### src/design/lss_pkg.sv
// Shared types, constants and tables for the log spectrum smoother.
// Used by the controller, the datapath and the top module; depends on nothing.
package lss_pkg;

  // Register indexes of the configuration port
  localparam logic [1:0] REG_MAX_BIN        = 2'd0;
  localparam logic [1:0] REG_SMOOTH_GAIN    = 2'd1;
  localparam logic [1:0] REG_AVERAGE_ENABLE = 2'd2;

  localparam logic [9:0]  MAX_BIN_RST = 10'd696;
  localparam logic [15:0] GAIN_RST    = 16'd13107;
  localparam logic        AVG_RST     = 1'b1;

  // Arithmetic constants (Q16 unless noted)
  localparam int unsigned LOG_OFFSET  = 1300005;  // 16 + log2(1/0.07)
  localparam logic [20:0] DB_SCALE    = 21'd908522;  // 20*ln2
  localparam logic [10:0] GROWTH_FRAC = 11'd1311;    // 1.02 minus one
  localparam logic [20:0] DIV10_RECIP = 21'd1677722; // 2^24 / 10, rounded up
  localparam logic [27:0] X_INIT      = 28'd196608;  // 3.0
  localparam logic [11:0] PREV_INIT   = 12'd3;

  localparam int MUL_W  = 21;
  localparam int PROD_W = 2 * MUL_W;

  localparam logic [2:0] NORM_LAST = 3'd4;
  localparam logic [2:0] TAP_LAST  = 3'd4;
  localparam logic [2:0] TAP_MID   = 3'd2;

  typedef enum logic [4:0] {
    ST_CLEAR,
    ST_BINIT,
    ST_BUILD,
    ST_IDLE,
    ST_DISPATCH,
    ST_SQ_RE,
    ST_SQ_IM,
    ST_SUM,
    ST_NORM,
    ST_INTERP,
    ST_FRAC,
    ST_SCALE,
    ST_LEVEL,
    ST_SM_OLD,
    ST_SM_NEW,
    ST_SM_WR,
    ST_RD_TAB,
    ST_RD_LVL,
    ST_RD_ACC,
    ST_DIV,
    ST_QUOT,
    ST_OUT
  } lss_state_e;

  typedef enum logic [2:0] {
    MUL_NONE,
    MUL_RE,
    MUL_IM,
    MUL_INTERP,
    MUL_SCALE,
    MUL_SM_OLD,
    MUL_SM_NEW,
    MUL_DIV
  } lss_mul_e;

  typedef struct packed {
    logic       accept;
    logic       clear_step;
    logic       build_init;
    logic       build_step;
    lss_mul_e   mul_sel;
    logic       p_load;
    logic       norm_load;
    logic       norm_step;
    logic       frac_load;
    logic       lvl_load;
    logic       sm_load;
    logic       lvl_write;
    logic       lvl_from_tab;
    logic       tap_center;
    logic       tap_acc;
    logic       quot_load;
    logic       out_load;
    logic [2:0] step;
  } lss_cmd_t;

  typedef struct packed {
    logic is_read;
    logic ignore;
    logic in_range;
    logic avg;
    logic clear_last;
    logic build_stop;
    logic maxbin_wr;
    logic out_free;
  } lss_stat_t;

  // log2(1 + i/16) in Q16
  function automatic logic [16:0] log2_frac(input logic [4:0] idx);
    logic [16:0] v;
    case (idx)
      5'd0:    v = 17'd0;
      5'd1:    v = 17'd5732;
      5'd2:    v = 17'd11136;
      5'd3:    v = 17'd16248;
      5'd4:    v = 17'd21098;
      5'd5:    v = 17'd25711;
      5'd6:    v = 17'd30109;
      5'd7:    v = 17'd34312;
      5'd8:    v = 17'd38336;
      5'd9:    v = 17'd42196;
      5'd10:   v = 17'd45904;
      5'd11:   v = 17'd49472;
      5'd12:   v = 17'd52911;
      5'd13:   v = 17'd56229;
      5'd14:   v = 17'd59434;
      5'd15:   v = 17'd62534;
      5'd16:   v = 17'd65536;
      default: v = 17'd0;
    endcase
    return v;
  endfunction

endpackage

### src/design/lss_ctrl.sv
// Controller of the log spectrum smoother: sequences clearing, table build,
// sample updates and entry reads. Depends on lss_pkg.
module lss_ctrl import lss_pkg::*; (
  input  logic      clk_i,
  input  logic      rst_ni,
  input  logic      req_valid_i,
  output logic      req_ready_o,
  input  lss_stat_t stat_i,
  output lss_cmd_t  cmd_o
);

  lss_state_e state_q, state_d;
  logic [2:0] step_q, step_d;
  logic       rebuild_q, rebuild_d;
  logic       ready;

  assign ready       = (state_q == ST_IDLE) && !rebuild_q;
  assign req_ready_o = ready;

  // State, step counter and pending rebuild
  always_ff @(posedge clk_i or negedge rst_ni) begin
    if (!rst_ni) begin
      state_q   <= ST_CLEAR;
      step_q    <= '0;
      rebuild_q <= 1'b1;
    end else begin
      state_q   <= state_d;
      step_q    <= step_d;
      rebuild_q <= rebuild_d;
    end
  end

  assign rebuild_d = stat_i.maxbin_wr | (rebuild_q & (state_q != ST_BINIT));

  // Next state
  always_comb begin
    state_d = state_q;
    step_d  = step_q;
    case (state_q)
      ST_CLEAR:    if (stat_i.clear_last) state_d = ST_BINIT;
      ST_BINIT:    state_d = ST_BUILD;
      ST_BUILD:    if (stat_i.build_stop) state_d = ST_IDLE;
      ST_IDLE: begin
        if (rebuild_q) state_d = ST_BINIT;
        else if (req_valid_i) state_d = ST_DISPATCH;
      end
      ST_DISPATCH: begin
        step_d = '0;
        if (stat_i.is_read) state_d = stat_i.in_range ? ST_RD_TAB : ST_OUT;
        else state_d = stat_i.ignore ? ST_IDLE : ST_SQ_RE;
      end
      ST_SQ_RE:    state_d = ST_SQ_IM;
      ST_SQ_IM:    state_d = ST_SUM;
      ST_SUM: begin
        step_d  = '0;
        state_d = ST_NORM;
      end
      ST_NORM: begin
        step_d = step_q + 3'd1;
        if (step_q == NORM_LAST) state_d = ST_INTERP;
      end
      ST_INTERP:   state_d = ST_FRAC;
      ST_FRAC:     state_d = ST_SCALE;
      ST_SCALE:    state_d = ST_LEVEL;
      ST_LEVEL:    state_d = ST_SM_OLD;
      ST_SM_OLD:   state_d = ST_SM_NEW;
      ST_SM_NEW:   state_d = ST_SM_WR;
      ST_SM_WR:    state_d = ST_IDLE;
      ST_RD_TAB:   state_d = ST_RD_LVL;
      ST_RD_LVL:   state_d = ST_RD_ACC;
      ST_RD_ACC: begin
        step_d = step_q + 3'd1;
        if (stat_i.avg && step_q != TAP_LAST) state_d = ST_RD_TAB;
        else state_d = stat_i.avg ? ST_DIV : ST_OUT;
      end
      ST_DIV:      state_d = ST_QUOT;
      ST_QUOT:     state_d = ST_OUT;
      ST_OUT:      if (stat_i.out_free) state_d = ST_IDLE;
      default:     state_d = ST_CLEAR;
    endcase
  end

  // Commands to the datapath
  always_comb begin
    cmd_o        = '0;
    cmd_o.step   = step_q;
    cmd_o.accept = ready && req_valid_i;
    case (state_q)
      ST_CLEAR:  cmd_o.clear_step = 1'b1;
      ST_BINIT:  cmd_o.build_init = 1'b1;
      ST_BUILD:  cmd_o.build_step = 1'b1;
      ST_SQ_RE:  cmd_o.mul_sel = MUL_RE;
      ST_SQ_IM: begin
        cmd_o.mul_sel = MUL_IM;
        cmd_o.p_load  = 1'b1;
      end
      ST_SUM:    cmd_o.norm_load = 1'b1;
      ST_NORM:   cmd_o.norm_step = 1'b1;
      ST_INTERP: cmd_o.mul_sel = MUL_INTERP;
      ST_FRAC:   cmd_o.frac_load = 1'b1;
      ST_SCALE:  cmd_o.mul_sel = MUL_SCALE;
      ST_LEVEL:  cmd_o.lvl_load = 1'b1;
      ST_SM_OLD: cmd_o.mul_sel = MUL_SM_OLD;
      ST_SM_NEW: begin
        cmd_o.mul_sel = MUL_SM_NEW;
        cmd_o.sm_load = 1'b1;
      end
      ST_SM_WR:  cmd_o.lvl_write = 1'b1;
      ST_RD_LVL: begin
        cmd_o.lvl_from_tab = 1'b1;
        cmd_o.tap_center   = !stat_i.avg || (step_q == TAP_MID);
      end
      ST_RD_ACC: cmd_o.tap_acc = 1'b1;
      ST_DIV:    cmd_o.mul_sel = MUL_DIV;
      ST_QUOT:   cmd_o.quot_load = 1'b1;
      ST_OUT:    cmd_o.out_load = stat_i.out_free;
      default:   cmd_o.step = step_q;
    endcase
  end

endmodule

### config.mk
export PLATFORM = sky130hd
export DESIGN_NAME = lss_ctrl
export DESIGN_NICKNAME = d
export VERILOG_FILES = /design/src/design/lss_pkg.sv /design/src/design/lss_ctrl.sv
export SDC_FILE = /design/constraint.sdc
export NUM_CORES = 1
export LEC_CHECK = 0
export BUFFER_PORTS_ARGS = -buffer_cell sky130_fd_sc_hd__buf_4
export CORE_UTILIZATION = 45
export DETAILED_ROUTE_END_ITERATION = 10
export PLACE_DENSITY_LB_ADDON = 0.25
export SLEW_MARGIN = 20
export SYNTH_ARGS = -nofsm -noshare
export SYNTH_HDL_FRONTEND = slang
export SYNTH_SLANG_ARGS = --single-unit
### constraint.sdc
create_clock -name clk_i -period 2.4 [get_ports clk_i]
set_clock_uncertainty 0.15 [all_clocks]
set_input_delay 0.24 -clock clk_i [delete_from_list [all_inputs] [get_ports clk_i]]
set_output_delay 0.24 -clock clk_i [all_outputs]
set_load 0.02 [all_outputs]
==> impl_metrics.toml <==
[pwr]
swShare_pct = 51.97
clock_power_share_pct = 7.5
p_seq_share_pct = 27.1
p_int_mw = 0.7409
power.density_mw_per_mm2 = 1239
power.switching_mw = 0.8016
vdd_drop_max_mv = 0.6705
p_total_mw = 1.543
power_frac_comb_pct = 65.5
leakage_nw = 0.5783

[timing]
relSlewSlack_pct = 65.05
finalCriticalPeriod_ns = 2.288
hold_violations = 0
tightest_slew_ns = 0.5243
slew_viol_final = 0
setup_tns_ns = 0
fin_crit_sh_pct = 95.35
grt_setup_unrepaired = "false"
clock.fmax_mhz = 437.0
setup_viol_count_final = 0
holdWs_ns = 0.03918

[floorplanning]
initial_core_util_pct = 48.75
die_w_um = 48.57
fp.dieH_um = 48.57
pin_count = 34
core_mm2 = 0.002002
dieArea_mm2 = 0.002359
row_count = 16

[placed_design]
gp_congestion = 0.8473
dp_hpwl_um = 1971
port_buffers = 33
dpl.cell_count = 177

[setup_path]
crit_fanout = 19
start_kind = "flip-flop"
reg2reg_to = "state_q[1]"
timing.rr.start = "state_q[3]"
endpoint_kind = "output pin"
r2r_cells = 5
crit_arrival_ns = 1.90
required_ns = 2.01
rrSetupSlack_ns = 0.27
crit_type = "reg2out"

[cts]
cts_made_buffers = 3
cts_tree = "done"
clkSinkCount = 9
h-tree-depth = 1
cts_root_buffer = "clkbuf_4"
insertion_delay_ns = 0.26
path_clk_slew_ns = 0.06
max-clock-path-buffers = 2

[hold_path]
min_path_type = "in2reg"
hp-start = "stat_i[1]"
min_path_cells = 2
whs_endpoint = "rebuild_q"

[layout]
final_util_pct = 62.19
areaGrowthSynthToFinish_pct = 27.56
drive_gt1_share_pct = 35.48
diodes = 0
fin_cells = 182
nets = 170

[yosys]
synth_top_cell_by_area = "dfrtp_1"
yosys_warnings = 0
postSynthCellCount = 125
syn-num-nets = 139
yosys.area.top_type_share_pct = 20.51
synth_ff_type = "dfrtp_1"
synth-edff-count = 0
ys_ff_latch = 9
synth_seq_area_share_pct = 23.21
yosysUniqueCellTypes = 50
syn_avg_cell_area_um2 = 7.807
ys_async_sr_fraction_pct = 100.0
synth.area.top_cells = "dfrtp_1 21%, nor2_1 5.8%, ha_1 3.8%, nor4_1 3.8%, a21oi_1 3.6%"
syn-cell-area_um2 = 975.9

[routing]
wl_um = 2631
drtAntennaViolNets = 0
first_pass_iters = 4
drtIter0Drc = 23
via_per_inst = 5.731
routedWlPerCell_um = 14.46
drcViolationCount = 0
dr_total_vias = 1043

[run]
maxCapViolations = 0

[global_route]
grt.overflow.total = 0
grt_pass1_vias = 1004
antenna_found_initial = 0
track_usage_pct = 24.40
grt_pass1_wl_um = 4512
grt_max_degree = 20

[status]
run_status = "finished clean"
## logic make-up after synthesis
| group | share of synthesized area (%) |
|---|---|
| adders and majority gates | 3.847 |
| buffers and inverters | 10.26 |
| and+or+nand+nor | 33.59 |
| xor gates and xnor gates | 1.795 |
| muxes | 4.487 |
| DFF | 23.21 |
| AOI/OAI and AO/OA | 22.82 |
## repair_timing
| item | in CTS | in global routing |
|---|---|---|
| setup endpoints to repair | 0 | 2 |
| setup buffers | 0 | 0 |
| hold buffers | 1 | 0 |
| gates resized for setup | 0 | 1 |
| endpoints found under the hold margin | 9 | 0 |
## area by class of cell
class                      count  area [um2]
multi-input combinational     98       649.4
clock buffer                   4       26.28
inverter                       7       27.53
fill                         208       757.0
sequential                     9       227.7
tap                           27       33.78
timing repair buffer          37       280.3
## how the worst max path moves through the flow
stage          depth (start not counted)         end       start
2_1_floorplan                          4    cmd_o[6]  state_q[1]
3_3_place_gp                           5  state_q[1]  state_q[3]
3_5_place_dp                           5  state_q[1]  state_q[0]
5_1_grt                                4    cmd_o[5]  state_q[2]
4_1_cts                                4    cmd_o[5]  state_q[0]
6_report                               4    cmd_o[5]  state_q[2]
## cells in the final DEF (no fill, tap or decap), drive strengths merged, types with 3 or more instances in the layout
cell,count
nand2,6
or3,4
o21ai,5
nor3,7
or2,3
clkbuf,4
ha,3
buf,36
a31oi,3
inv,6
mux2,3
nor2,15
dfrtp,8
nand2b,7
nor4,6
a21oi,8
## worst max-delay path: stages, from the launching register on
cell and delay (ns):
dfrtp_1 0.57, or2_1 0.42, or3_4 0.43, clkinv_2 0.08, buf_4 0.13
## cell usage after synthesis, types with 2 or more instances
library cell	instances
nand2_1	6
a31oi_1	3
a21oi_1	7
o32ai_1	2
dfrtp_1	8
o31ai_2	2
nand2b_2	2
nand3_1	2
buf_2	4
mux2_2	3
clkbuf_1	2
nand2b_1	5
nor2_1	15
o22ai_1	2
or3_1	3
ha_1	3
or2_2	2
nor3_1	6
nor4_1	6
buf_6	3
o21ai_0	5
inv_1	6
## through the flow
step / instance area (um2) / setup slack [ns]
6_report: 1245 / 0.1116
5_1_grt: 1245 / 0.05486
4_1_cts: 1244 / 0.1184
3_5_place_dp: 1207 / 0.2984
3_3_place_gp: 1207 / 0.3463
2_1_floorplan: 975.9 / 0.1600
## registers in the layout (all words and copies together) (netlist names)
name	count
state_q	5
step_q	3
rebuild_q	1
## per-layer routing
layer | track usage, % | vias to the layer above | share of wire, %
met5 | 0 | - | 0
met4 | 4.412 | 0 | 0.53
met3 | 4.717 | 2 | 7.4
met2 | 42.96 | 42 | 47
met1 | 31.13 | 489 | 45
li1 | - | 510 | -
## power groups by stage
stage | registers, mW | logic (mW) | clock network [mW]
after floorplan | 0.285 | 0.871 | 0
after global placement | 0.405 | 0.981 | 0
after detailed placement | 0.413 | 1.00 | 0
after CTS | 0.409 | 1.01 | 0.119
after global routing | 0.440 | 1.11 | 0.129
final | 0.417 | 1.01 | 0.115
Power figures use the tool's default switching activity.
